`config.mk`:
```
export PLATFORM = sky130hd
export DESIGN_NAME = binomial_prime_divisibility
export DESIGN_NICKNAME = d
export VERILOG_FILES = /design/src/sv/bpd_pkg.sv /design/src/sv/bpd_datapath.sv /design/src/sv/bpd_ctrl.sv /design/src/sv/binomial_prime_divisibility.sv
export SDC_FILE = /design/constraint.sdc
export NUM_CORES = 1
export LEC_CHECK = 0
export CAP_MARGIN = 15
export CORE_ASPECT_RATIO = 1.25
export CORE_UTILIZATION = 30
export CTS_BUF_LIST = sky130_fd_sc_hd__clkbuf_16
export DETAILED_ROUTE_END_ITERATION = 6
export DONT_BUFFER_PORTS = 1
export GPL_TIMING_DRIVEN = 0
export SLEW_MARGIN = 20
export SYNTH_ARGS = -nofsm -noshare
export SYNTH_HDL_FRONTEND = slang
export SYNTH_SLANG_ARGS = --single-unit
```
`constraint.sdc`:
```
create_clock -name clk -period 9.5 [get_ports clk]
set_input_delay 0.475 -clock clk [delete_from_list [all_inputs] [get_ports clk]]
set_output_delay 0.475 -clock clk [all_outputs]
set_load 0.02 [all_outputs]
```
`src/sv/bpd_pkg.sv`:
```
// Package for the binomial prime divisibility block.
// Holds the controller/datapath command and status structs and fixed widths.
// No dependencies.
`timescale 1ns / 1ps

package bpd_pkg;

  // Result stream width: divides_flag in bit 0, zero padded to a byte
  localparam int OUT_TDATA_W = 8;

  // Commands from controller to datapath
  typedef struct packed {
    logic load;     // capture n, k, p; power q starts at p
    logic init;     // clear remainders and product, restart bit counter
    logic step;     // one bit of both remainders and of the product
    logic advance;  // q takes the finished product q*p
  } cmd_t;

  // Status from datapath to controller
  typedef struct packed {
    logic p_small;   // p below two
    logic p_over_n;  // p above n, no power to test
    logic last;      // bit counter at its final step
    logic borrow;    // k mod q above n mod q
    logic stop;      // next power exceeds n
  } status_t;

endpackage

```
`src/sv/bpd_datapath.sv`:
```
// Datapath of the binomial prime divisibility block.
// Bit-serial remainders of n and k by the power q, and the serial product q*p.
// Depends on bpd_pkg.
`timescale 1ns / 1ps

module bpd_datapath #(
  parameter int VALUE_BITS = 31
) (
  input  logic                  clk,
  input  logic [VALUE_BITS-1:0] top_value,
  input  logic [VALUE_BITS-1:0] lower_value,
  input  logic [VALUE_BITS-1:0] prime_base,
  input  bpd_pkg::cmd_t         cmd,
  output bpd_pkg::status_t      status
);

  localparam int CW = $clog2(VALUE_BITS);

  logic [VALUE_BITS-1:0] n_val;
  logic [VALUE_BITS-1:0] k_val;
  logic [VALUE_BITS-1:0] p_val;
  logic [VALUE_BITS-1:0] q;
  logic [VALUE_BITS-1:0] rem_n;
  logic [VALUE_BITS-1:0] rem_k;
  logic [VALUE_BITS-1:0] acc;
  logic                  ovf;
  logic [CW-1:0]         cnt;

  logic [VALUE_BITS:0]   rn_shift;
  logic [VALUE_BITS:0]   rk_shift;
  logic [VALUE_BITS:0]   q_ext;
  logic [VALUE_BITS-1:0] rem_n_next;
  logic [VALUE_BITS-1:0] rem_k_next;
  logic [VALUE_BITS+1:0] acc_sum;
  logic [VALUE_BITS+1:0] addend;
  logic [VALUE_BITS-1:0] acc_next;
  logic                  ovf_next;

  // Restoring division step for both dividends against the same divisor
  always_comb begin
    q_ext    = {1'b0, q};
    rn_shift = {rem_n, n_val[cnt]};
    rk_shift = {rem_k, k_val[cnt]};
    if (rn_shift >= q_ext) begin
      rem_n_next = VALUE_BITS'(rn_shift - q_ext);
    end else begin
      rem_n_next = rn_shift[VALUE_BITS-1:0];
    end
    if (rk_shift >= q_ext) begin
      rem_k_next = VALUE_BITS'(rk_shift - q_ext);
    end else begin
      rem_k_next = rk_shift[VALUE_BITS-1:0];
    end
  end

  // Horner step of q*p, MSB of p first; overflow past the value width is sticky
  always_comb begin
    addend   = p_val[cnt] ? {2'b00, q} : '0;
    acc_sum  = {1'b0, acc, 1'b0} + addend;
    ovf_next = ovf | (acc_sum[VALUE_BITS+1:VALUE_BITS] != 2'b00);
    acc_next = acc_sum[VALUE_BITS-1:0];
  end

  // Working registers
  always_ff @(posedge clk) begin
    if (cmd.load) begin
      n_val <= top_value;
      k_val <= lower_value;
      p_val <= prime_base;
      q     <= prime_base;
    end
    if (cmd.advance) begin
      q <= acc;
    end
    if (cmd.init) begin
      rem_n <= '0;
      rem_k <= '0;
      acc   <= '0;
      ovf   <= 1'b0;
      cnt   <= CW'(VALUE_BITS - 1);
    end else if (cmd.step) begin
      rem_n <= rem_n_next;
      rem_k <= rem_k_next;
      acc   <= acc_next;
      ovf   <= ovf_next;
      cnt   <= cnt - 1'b1;
    end
  end

  // Status back to the controller
  always_comb begin
    status.p_small  = (p_val[VALUE_BITS-1:1] == '0);
    status.p_over_n = (p_val > n_val);
    status.last     = (cnt == '0);
    status.borrow   = (rem_k > rem_n);
    status.stop     = ovf | (acc > n_val);
  end

endmodule

```
`src/sv/bpd_ctrl.sv`:
```
// Controller of the binomial prime divisibility block.
// Sequences load, per-power bit loops and evaluation; holds the result register.
// Depends on bpd_pkg.
`timescale 1ns / 1ps

module bpd_ctrl (
  input  logic                             clk,
  input  logic                             rst,
  input  logic                             s_tvalid,
  output logic                             s_tready,
  output logic                             m_tvalid,
  input  logic                             m_tready,
  output logic [bpd_pkg::OUT_TDATA_W-1:0]  m_tdata,   // [0] divides_flag
  output bpd_pkg::cmd_t                    cmd,
  input  bpd_pkg::status_t                 status
);

  typedef enum logic [2:0] {
    S_IDLE,
    S_CHECK,
    S_RUN,
    S_EVAL,
    S_DONE
  } state_t;

  state_t state;
  logic   res;
  logic   out_flag;

  assign s_tready = (state == S_IDLE);
  assign m_tdata  = {{(bpd_pkg::OUT_TDATA_W - 1){1'b0}}, out_flag};

  // Commands decoded from state
  always_comb begin
    cmd = '0;
    unique case (state)
      S_IDLE:  cmd.load = s_tvalid;
      S_CHECK: cmd.init = 1'b1;
      S_RUN:   cmd.step = 1'b1;
      S_EVAL: begin
        if (!status.borrow && !status.stop) begin
          cmd.init    = 1'b1;
          cmd.advance = 1'b1;
        end
      end
      S_DONE:  cmd = '0;
      default: cmd = '0;
    endcase
  end

  // State, result and output register
  always_ff @(posedge clk) begin
    if (rst) begin
      state    <= S_IDLE;
      m_tvalid <= 1'b0;
      res      <= 1'b0;
      out_flag <= 1'b0;
    end else begin
      // result taken; S_DONE handles the output register itself
      if (m_tvalid && m_tready && state != S_DONE) begin
        m_tvalid <= 1'b0;
      end
      unique case (state)
        S_IDLE: begin
          if (s_tvalid) begin
            state <= S_CHECK;
          end
        end
        S_CHECK: begin
          if (status.p_small || status.p_over_n) begin
            res   <= 1'b0;
            state <= S_DONE;
          end else begin
            state <= S_RUN;
          end
        end
        S_RUN: begin
          if (status.last) begin
            state <= S_EVAL;
          end
        end
        S_EVAL: begin
          if (status.borrow) begin
            res   <= 1'b1;
            state <= S_DONE;
          end else if (status.stop) begin
            res   <= 1'b0;
            state <= S_DONE;
          end else begin
            state <= S_RUN;
          end
        end
        S_DONE: begin
          // wait for the output register to free up
          if (!m_tvalid || m_tready) begin
            m_tvalid <= 1'b1;
            out_flag <= res;
            state    <= S_IDLE;
          end
        end
        default: state <= S_IDLE;
      endcase
    end
  end

endmodule

```
`src/sv/binomial_prime_divisibility.sv`:
```
// Top level of the binomial prime divisibility block (Kummer borrow test).
// Instantiates bpd_ctrl and bpd_datapath; depends on bpd_pkg.
//
//   channel | dir | payload (low bit first)            | handshake
//   s_*     | in  | top_value, lower_value, prime_base | s_tvalid / s_tready
//   m_*     | out | divides_flag                       | m_tvalid / m_tready
//
// One item at a time. An item takes the load and check steps plus, for each power
// of p tested, a pass of the bit-serial remainder and multiply loop and an
// evaluation; p = 2 tests the most powers. The loop works one bit per cycle.
// Synchronous active-high reset clears the controller and the output register.
// A stalled result waits in the output register while the next item is taken.
`timescale 1ns / 1ps

module binomial_prime_divisibility #(
  parameter int VALUE_BITS = 31
) (
  input  logic                              clk,
  input  logic                              rst,
  input  logic                              s_tvalid,
  output logic                              s_tready,
  // s_tdata: top_value, lower_value, prime_base, zero padding
  input  logic [((3*VALUE_BITS+7)/8)*8-1:0] s_tdata,
  output logic                              m_tvalid,
  input  logic                              m_tready,
  // m_tdata: divides_flag, zero padding
  output logic [bpd_pkg::OUT_TDATA_W-1:0]   m_tdata
);

  bpd_pkg::cmd_t    cmd;
  bpd_pkg::status_t status;

  // Controller
  bpd_ctrl u_ctrl (
    .clk      (clk),
    .rst      (rst),
    .s_tvalid (s_tvalid),
    .s_tready (s_tready),
    .m_tvalid (m_tvalid),
    .m_tready (m_tready),
    .m_tdata  (m_tdata),
    .cmd      (cmd),
    .status   (status)
  );

  // Datapath
  bpd_datapath #(
    .VALUE_BITS (VALUE_BITS)
  ) u_datapath (
    .clk         (clk),
    .top_value   (s_tdata[VALUE_BITS-1:0]),
    .lower_value (s_tdata[2*VALUE_BITS-1:VALUE_BITS]),
    .prime_base  (s_tdata[3*VALUE_BITS-1:2*VALUE_BITS]),
    .cmd         (cmd),
    .status      (status)
  );

`ifndef SYNTHESIS
  // Busy right after an item is taken
  a_busy_after_accept: assert property (@(posedge clk) disable iff (rst)
    (s_tvalid && s_tready) |=> !s_tready)
    else $error("input taken while previous item still in work");

  // Load, init and step never overlap
  a_cmd_exclusive: assert property (@(posedge clk) disable iff (rst)
    $onehot0({cmd.load, cmd.init, cmd.step}))
    else $error("overlapping datapath commands");

  // A power advance always restarts the bit loop
  a_advance_inits: assert property (@(posedge clk) disable iff (rst)
    cmd.advance |-> cmd.init)
    else $error("power advanced without loop restart");
`endif

endmodule
```
* Word level (Yosys, flattened, before mapping)
Index checks and enable logic that the tools add are counted.
** Word-level totals
- Register bits after elaboration :: 229
- Bits in latches :: 0
- RAM bits :: 0
- Memory bits (read-only) :: 0
- Output and inout port bits :: 10
- Memories :: 0
** Cells by class
- Add/subtract/negate cells :: 4
- Multiply operators :: 0
- Div/mod/pow operators :: 0
- Magnitude comparators :: 6
- Equal/unequal tests :: 10
- Shifts and indexed selects :: 0
- Muxes and demuxes :: 30
- Bitwise gates (word level) :: 2
- Reductions and logical operators :: 17
** Operators by type and width (count)
- $mux W31 :: 5
- $gt A31 B31 Y1 :: 3
- $ge A32 B31 Y1 :: 2
- $sub A31 B31 Y31 :: 2
- $add A32 B33 Y33 :: 1
- $logic_not A30 Y1 :: 1
- $mux W3 :: 6
- $bmux W1 S5 :: 3
- $pmux W3 S5 :: 1
- $mux W1 :: 13
- $eq A3 B2 Y1 const B :: 2
- $lt A5 B6 Y1 const B :: 1
- $reduce_and A3 Y1 :: 2
- $reduce_bool A2 Y1 :: 3
- $logic_not A5 Y1 :: 1
- $sub A5 B1 Y5 const B :: 1
- $ne A2 B1 Y1 const B :: 2
- $ne A2 B2 Y1 const B :: 2
- $pmux W1 S2 :: 2
- $eq A3 B1 Y1 const B :: 1
- $eq A3 B3 Y1 const B :: 1
- $logic_and A1 B1 Y1 :: 3
- $logic_not A1 Y1 :: 3
- $logic_not A3 Y1 :: 1
- 5 further kinds :: 7

* Longest topological paths before layout
Gate-level depths: netlist of the first run.
- Depth after elaboration :: 7
- Mapped depth :: 23
- Gate-level depth less buffers :: 20

* By module
A second synthesis of the first run with hierarchy kept.
** Unflattened totals
- Cell total of the unflattened synthesis :: 1840
- Area total of the unflattened synthesis :: 17030.1 µm²
** Modules (own cells, without submodules)
- bpd_datapath :: times used 1, cells each 1791, area an instance 16629.7 µm²
- bpd_ctrl :: times used 1, cells each 49, area an instance 400.4 µm²

* Worst setup path before layout of the first run
No wires, ideal clock.
- Path kind :: register -> register
- Start point :: register u_datapath.cnt[0]
- End point :: register u_datapath.ovf
- Library setup time :: 0.114 ns
- Arrival time :: 4.374 ns
- Data required time :: 9.386 ns
- Slack :: 5.012 ns
- Cell stages (with the launch flop) :: 21
- Buffers on the path :: 3
- Clock period less this slack :: 4.488 ns
- Cells stage by stage :: dfxtp_1 -> buf_2 -> buf_2 -> mux4_2 -> mux4_2 -> mux2i_1 -> clkbuf_1 -> nor2_1 -> ha_1 -> inv_1 -> fa_1 -> nor2b_4 -> o31ai_1 -> a21oi_2 -> o221ai_2 -> a2bb2oi_2 -> o21ai_2 -> a31oi_4 -> o221ai_2 -> a211o_1 -> a21o_1
** On the way
- Word-level cells in the longest chain between the ends :: 6
** Ends and longest elaborated chain
- start, declared :: RTL line bpd_datapath.sv:27 : logic [CW-1:0] cnt;
- start signal, assigned :: RTL line bpd_datapath.sv:80 : cnt <= CW'(VALUE_BITS - 1);
- start signal, assigned :: RTL line bpd_datapath.sv:86 : cnt <= cnt - 1'b1;
- $bmux W1 S5 :: RTL line bpd_datapath.sv:58 : addend = p_val[cnt] ? {2'b00, q} : '0;
- $mux W1 (implied by the code) :: RTL line bpd_datapath.sv:58
- $mux W31 :: RTL line bpd_datapath.sv:58
- $add A32 B33 Y33 :: RTL line bpd_datapath.sv:59 : acc_sum = {1'b0, acc, 1'b0} + addend;
- $reduce_bool A2 Y1 :: RTL line bpd_datapath.sv:60 : ovf_next = ovf | (acc_sum[VALUE_BITS+1:VALUE_BITS] != 2'b00);
- $or A1 B1 Y1 :: RTL line bpd_datapath.sv:60
- end signal, assigned :: RTL line bpd_datapath.sv:85 : ovf <= ovf_next;
- end, declared :: RTL line bpd_datapath.sv:26 : logic ovf;
Every way passes these cells. The select of a mux whose other input is x is not followed.
A chain may end at the register's enable or synchronous reset.

* Worst setup path in the final report of the first run
Same ends and word-level chain as after synthesis.

==> results of run 1 <==
[cell usage in the layout (no fill, tap or decap), types with 26 or more instances in the layout]
cell / n
xor2_1: 31
mux2_2: 26
mux2i_1: 39
o21ai_0: 64
ha_1: 186
inv_1: 124
dlygate4sd3_1: 54
nand4_1: 35
a211oi_1: 58
xnor2_1: 42
a21o_1: 73
nor2_1: 172
buf_2: 30
nand3_1: 28
edfxtp_1: 124
nand2_1: 120
clkbuf_1: 32
mux4_2: 27
a21oi_1: 159
dfxtp_1: 105
[stage by stage]
stage,setup WS [ns],cells,hold slack [ns],instance area [sq um]
floorplan,5.01,1749,0.449,16500
global placement,3.85,2476,0.476,17400
detailed placement,3.78,2478,0.480,17500
CTS,3.75,2578,0.000231,18900
global route,3.46,2578,0.00660,18900
finish,3.72,2578,0.0200,18900
[final cells by class]
cell class	count	area, sq um
Fill cell	5453	35100
Multi-Input combinational cell	1320	9880
Sequential cell	229	5830
Tap cell	727	910
Clock buffer	25	626
Timing Repair Buffer	56	581
Inverter	122	458
Buffer	78	384
Clock inverter	21	273
[cell families after synthesis]
| family | synth area share |
|---|---|
| fa+ha+maj | 0.145 |
| mux | 0.0823 |
| compound gates | 0.199 |
| other cells | 0.000227 |
| flops | 0.353 |
| buf+inv | 0.0510 |
| simple gates | 0.131 |
| xor+xnor | 0.0387 |
[registers in the layout, summed over array words and instances (netlist names)]
signal / flops
u_datapath.k_val: 31
u_datapath.rem_n: 31
u_datapath.p_val: 31
u_datapath.cnt: 5
u_datapath.acc: 31
u_datapath.n_val: 31
u_ctrl.state: 3
u_ctrl.out_flag: 1
u_datapath.ovf: 1
u_datapath.q: 31
u_datapath.rem_k: 31
u_ctrl.m_tvalid: 1
u_ctrl.res: 1
[worst max-delay path by stage]
stage                     slack, ns               from  cells after the start              to
after global placement         3.85  u_datapath.cnt[0]                     20  u_datapath.ovf
after CTS                      3.75  u_datapath.cnt[0]                     20  u_datapath.ovf
final                          3.72  u_datapath.cnt[0]                     20  u_datapath.ovf
after floorplan                5.01  u_datapath.cnt[0]                     20  u_datapath.ovf
after detailed placement       3.78  u_datapath.cnt[0]                     20  u_datapath.ovf
after global routing           3.46  u_datapath.cnt[0]                     20  u_datapath.ovf
[metal layers]
layer | vias to the layer above | GRT usage | wire length, microns
met5 | - | 0 | 0
met4 | 0 | 0.0840 | 2460
met3 | 124 | 0.0184 | 1990
met2 | 383 | 0.355 | 27500
met1 | 6698 | 0.203 | 20300
li1 | 6608 | - | -
[power by group]
part           internal, uW  leakage (uW)  total, uW  switching, uW
clock                   647      0.000430       1090            441
sequential             1290       0.00205       1520            227
combinational          1280       0.00547       3140           1860
==> impl_metrics.csv, run 1 <==
group,metric,value,unit
worst_hold_path,holdPathStages,0,
detailed_routing,drc,0,
cells_and_area,utilization,0.350,
setup_path,ff2ff_setup_slack,3.72,ns
timing,report.final.slew_viol_count,0,
setup_path,worstReg2RegEnd,"u_datapath.ovf",
timing,clock_skew,0.0264,ns
timing,fmax,0.173,GHz
outcome,status,"finished clean",
global_routing,antenna_found_initial,0,
clock_network,cts.path.max_buffers,3,
flow_run,maxCapViolations,0,
clock_network,htreeDepth,1,
clock_network,ctsHoldBuffers,54,
yosys,synth.avg_cell_area,9.47,sq um
setup_path,required,9.93,ns
timing,rsz0062_at_grt,"false",
setup_path,crit_type,"reg2reg",
die,core-area,54100,sq um
global_routing,grt_pass1_wl,80.0,mm
yosys,synth_seq_cells,229,
detailed_routing,finalWirelength,52.2,mm
clock_network,cts_buffers,25,
setup_path,cp.arrival,6.22,ns
timing,relSlewSlack,0.203,
yosys,synth_top_area_share,0.226,
detailed_routing,vias,13813,
worst_hold_path,min_path_type,"in2reg",
yosys,synthFlopType,"edfxtp_1",
detailed_routing,vias_per_cell,5.36,
global_routing,grt_max_degree,54,
yosys,synth-edff-count,124,
global_routing,grtUsageTotal,0.186,
setup_path,startpoint_type,"flip-flop",
yosys,synth_cell_types,88,
timing,min_period,5.78,ns
yosys,ys_top_cells_by_count,"186 x ha_1, 172 x nor2_1, 159 x a21oi_1",
power_and_ir_drop,p_leak,0.00795,uW
setup_path,cpLargestDelayFamily,"compound AO/OA/AOI/OAI gates",
clock_network,cts.clk_slew.worst_paths,0.07,ns
global_routing,overflow,0,
power_and_ir_drop,peakVddDrop,0.000188,V
placed_design,io_buffer_count,0,
detailed_routing,drtIter0Drc,672,
setup_path,reg2regPathDepth,20,
timing,setup_tns,0,ns
yosys,syn_inst,1743,
clock_network,cts_tree,"yes",
setup_path,crit_path_end_kind,"flip-flop",
detailed_routing,ant_nets,0,
placed_design,dpl.hpwl,40.7,mm
die,start_util,0.305,
timing,fin_crit_sh,0.609,
yosys,yosysTopAreaCell,"edfxtp_1",
die,rows,95,
cells_and_area,nets,2121,
setup_path,cp_slowest_stage_delay,0.56,ns
timing,finalSetupViolCount,0,
clock_network,postCtsSetupRepairBufs,0,
setup_path,r2r_start,"u_datapath.cnt[0]",
detailed_routing,drt_pass1_iterations,5,
detailed_routing,post_drt_wl_per_cell,20.2,microns
worst_hold_path,min_from,"s_tdata[89]",
setup_path,crit_path_top_delay_cell,"clkbuf_1",
cells_and_area,drive_above_1_share,0.0945,
worst_hold_path,hold-path-endpoint,"u_datapath.p_val[27]",
yosys,syn_area,16500,sq um
setup_path,critPathBufInv,4,
timing,worst_pin_slew,1.18,ns
yosys,seq_area_frac_synth,0.353,
die,dieArea,56000,sq um
die,ios,110,
yosys,synth_area_leaders,"edfxtp_1 23%, ha_1 14%, dfxtp_1 13%, a21oi_1 4.8%, nor2_1 3.9%",
setup_path,path_cells,"buf_2 -> buf_2 -> mux4_2 -> mux4_2 -> mux2i_1 -> clkbuf_1 -> nor2_1 -> ha_1 -> inv_1 -> fa_1 -> nor2b_4 -> o31ai_1 -> a21oi_2 -> o221ai_2 -> a2bb2oi_2 -> o21ai_2 -> a31oi_4 -> o221ai_2 -> a211o_1 -> a21o_1",
die,dieWidth,212,microns
cells_and_area,areaGrowthSynthToFinish,14.7,%
clock_network,postCtsResizedCells,0,
clock_network,cts.sinks,229,
yosys,async_reset_ff_frac,0,
yosys,yosysMostFrequentCell,"ha_1",
setup_path,crit_path_max_fanout,10,
cells_and_area,diodes,0,
die,die_h,264,microns
yosys,ys_warn_count,0,
global_routing,grt_pass1_vias,14226,
clock_network,clock_latency,0.56,ns
power_and_ir_drop,p_total,5740,uW
placed_design,routabilityCongestion,0.954,
clock_network,root_buffer,"clkbuf_16",
timing,hold_viol,0,
power_and_ir_drop,powerDensity,303,nW/um^2
(Power assumes the default switching activity.)
==> run 2: changes to the inputs <==
clock period = 5.5 ns   (was 9.5 ns; I/O delays follow)
==> impl_metrics.csv, run 2 (synthesized netlist as in run 1, its figures left out) <==
group,metric,value,unit
power_and_ir_drop,p_leak,0.00812,uW
placed_design,dpl.hpwl,40.7,mm
timing,worst_pin_slew,1.26,ns
detailed_routing,drc,0,
timing,relSlewSlack,0.155,
timing,report.final.slew_viol_count,0,
cells_and_area,multi_input_area,9910,sq um
timing,clock_skew,0.0180,ns
timing,fin_ws,0.200,ns
power_and_ir_drop,powerDensity,515,nW/um^2
timing,hold_viol,0,
timing,fin_crit_sh,0.964,
detailed_routing,post_drt_wl_per_cell,20.1,microns
power_and_ir_drop,peakVddDrop,0.000292,V
cells_and_area,layout_commonest_cell,"ha_1",
setup_path,crit_path_max_fanout,10,
die,rows,95,
clock_network,cts.clk_slew.worst_paths,0.07,ns
setup_path,crit_path_top_delay_cell,"mux4_2",
setup_path,cp.arrival,5.76,ns
clock_network,clock_latency,0.56,ns
setup_path,crit_path_end_kind,"flip-flop",
setup_path,startpoint_type,"flip-flop",
die,start_util,0.305,
placed_design,placed_cell_area,17500,sq um
flow_run,maxCapViolations,0,
outcome,status,"finished clean",
cells_and_area,drive_above_1_share,0.0956,
detailed_routing,ant_nets,0,
detailed_routing,drt_pass1_iterations,5,
die,dieArea,56000,sq um
detailed_routing,vias,13946,
setup_path,crit_type,"reg2reg",
placed_design,io_buffer_count,0,
clock_network,cts.sinks,229,
global_routing,overflow,0,
detailed_routing,drtIter0Drc,663,
placed_design,place_ws,-0.217,ns
clock_network,cts_buffers,25,
worst_hold_path,min_path_type,"in2reg",
clock_network,htreeDepth,1,
cells_and_area,final.fill_count,5420,
die,ios,110,
clock_network,cts.path.max_buffers,3,
global_routing,grtUsageTotal,0.188,
clock_network,postCtsSetupRepairBufs,0,
die,core-area,54100,sq um
detailed_routing,finalWirelength,52.6,mm
cells_and_area,register_area,5830,sq um
cells_and_area,nets,2163,
global_routing,antenna_found_initial,0,
timing,min_period,5.30,ns
setup_path,required,5.96,ns
die,dieWidth,212,microns
setup_path,path_cells,"buf_2 -> buf_2 -> buf_2 -> mux4_2 -> mux4_2 -> mux2i_1 -> ha_1 -> fa_1 -> nand2b_1 -> a21oi_1 -> o31ai_2 -> a211oi_4 -> a21oi_2 -> o31ai_4 -> buf_4 -> buf_4 -> nor2_1 -> a21oi_1 -> a211oi_1",
placed_design,routabilityCongestion,0.954,
timing,rsz0062_at_grt,"false",
global_routing,grt_pass1_vias,14439,
detailed_routing,vias_per_cell,5.32,
clock_network,cts_tree,"yes",
die,die_h,264,microns
cells_and_area,final_cell_area,19400,sq um
clock_network,root_buffer,"clkbuf_16",
setup_path,cp_slowest_stage_delay,0.52,ns
timing,finalSetupViolCount,0,
timing,fmax,0.189,GHz
cells_and_area,final_cell_mix,"186 x ha_1, 172 x nor2_1, 159 x a21oi_1, 124 x inv_1, 124 x edfxtp_1",
global_routing,grt_max_degree,54,
global_routing,grt_pass1_wl,80.9,mm
setup_path,crit_path_frequent_cell,"buf_2",
cells_and_area,areaGrowthSynthToFinish,17.5,%
## run 2: cell types whose count changed in the layout (fill, tap and decap cells not counted), moves of 2 or more
cell / delta
dlygate4sd3_1: +42
clkbuf_4: +4
buf_2: -3
o31ai_1: -3
o31ai_2: +3
clkbuf_1: -2
## run 2: routing by layer
layer | global-route usage | part of all wire | routed length [microns]
met1 | 0.206 | 0.39 | 20500
met2 | 0.359 | 0.52 | 27600
met3 | 0.0160 | 0.038 | 1990
met4 | 0.0854 | 0.047 | 2480
met5 | 0 | 0 | 0
## run 2: layout make-up
type                    count  share of cell area
diodes                      1            0.000129
plain buffers              78              0.0204
clock buffers              25              0.0323
clock inverters            21              0.0141
inverters                 122              0.0236
multi-input cells        1320               0.511
flip-flops and latches    229               0.300
well taps                 727              0.0469
repair buffers             98              0.0516
## run 2: critical path: cells and delay by family, from the launching register on
family,cells,cell delay (ns)
mux,3,1.28
fa+ha+maj,2,0.48
simple gates,2,0.28
compound gates,7,1.41
flops,1,0.30
buf+inv,5,1.42
## run 2: path summary, 6_finish.rpt
path | start | depth (start not counted) | slack (ns) | endpoint
min reg2reg | u_ctrl.res | 2 | 0.49 | u_ctrl.res
min | s_tvalid | 1 | 0.33 | u_datapath.p_val[28]
max reg2reg | u_datapath.cnt[1] | 19 | 0.20 | u_datapath.rem_n[21]
max | u_datapath.cnt[1] | 19 | 0.20 | u_datapath.rem_n[21]
## run 2: stage by stage
stage,utilization,std cells,TNS (ns),hold slack (ns),total power (uW)
after floorplan,-,1749,0,0.344,6560
after global routing,0.359,2620,0,0.321,10700
after global placement,0.322,2476,-2.40,0.348,7840
after detailed placement,0.324,2478,-2.50,0.351,7950
after CTS,0.358,2620,0,0.309,9940
final,0.359,2621,0,0.333,9980
## run 2: repair_timing
action | in CTS | in global routing
hold endpoints to repair | 130 | 0
gates resized for setup | 3 | 11
cloned | 0 | 0
endpoints found under the setup margin | 30 | 56
hold buffers | 96 | 0
## run 2: power breakdown
| part | internal [uW] | switching, uW | leakage (uW) |
|---|---|---|---|
| Combinational | 2240 | 3230 | 0.00564 |
| Clock | 1120 | 768 | 0.000430 |
| Sequential | 2230 | 392 | 0.00205 |
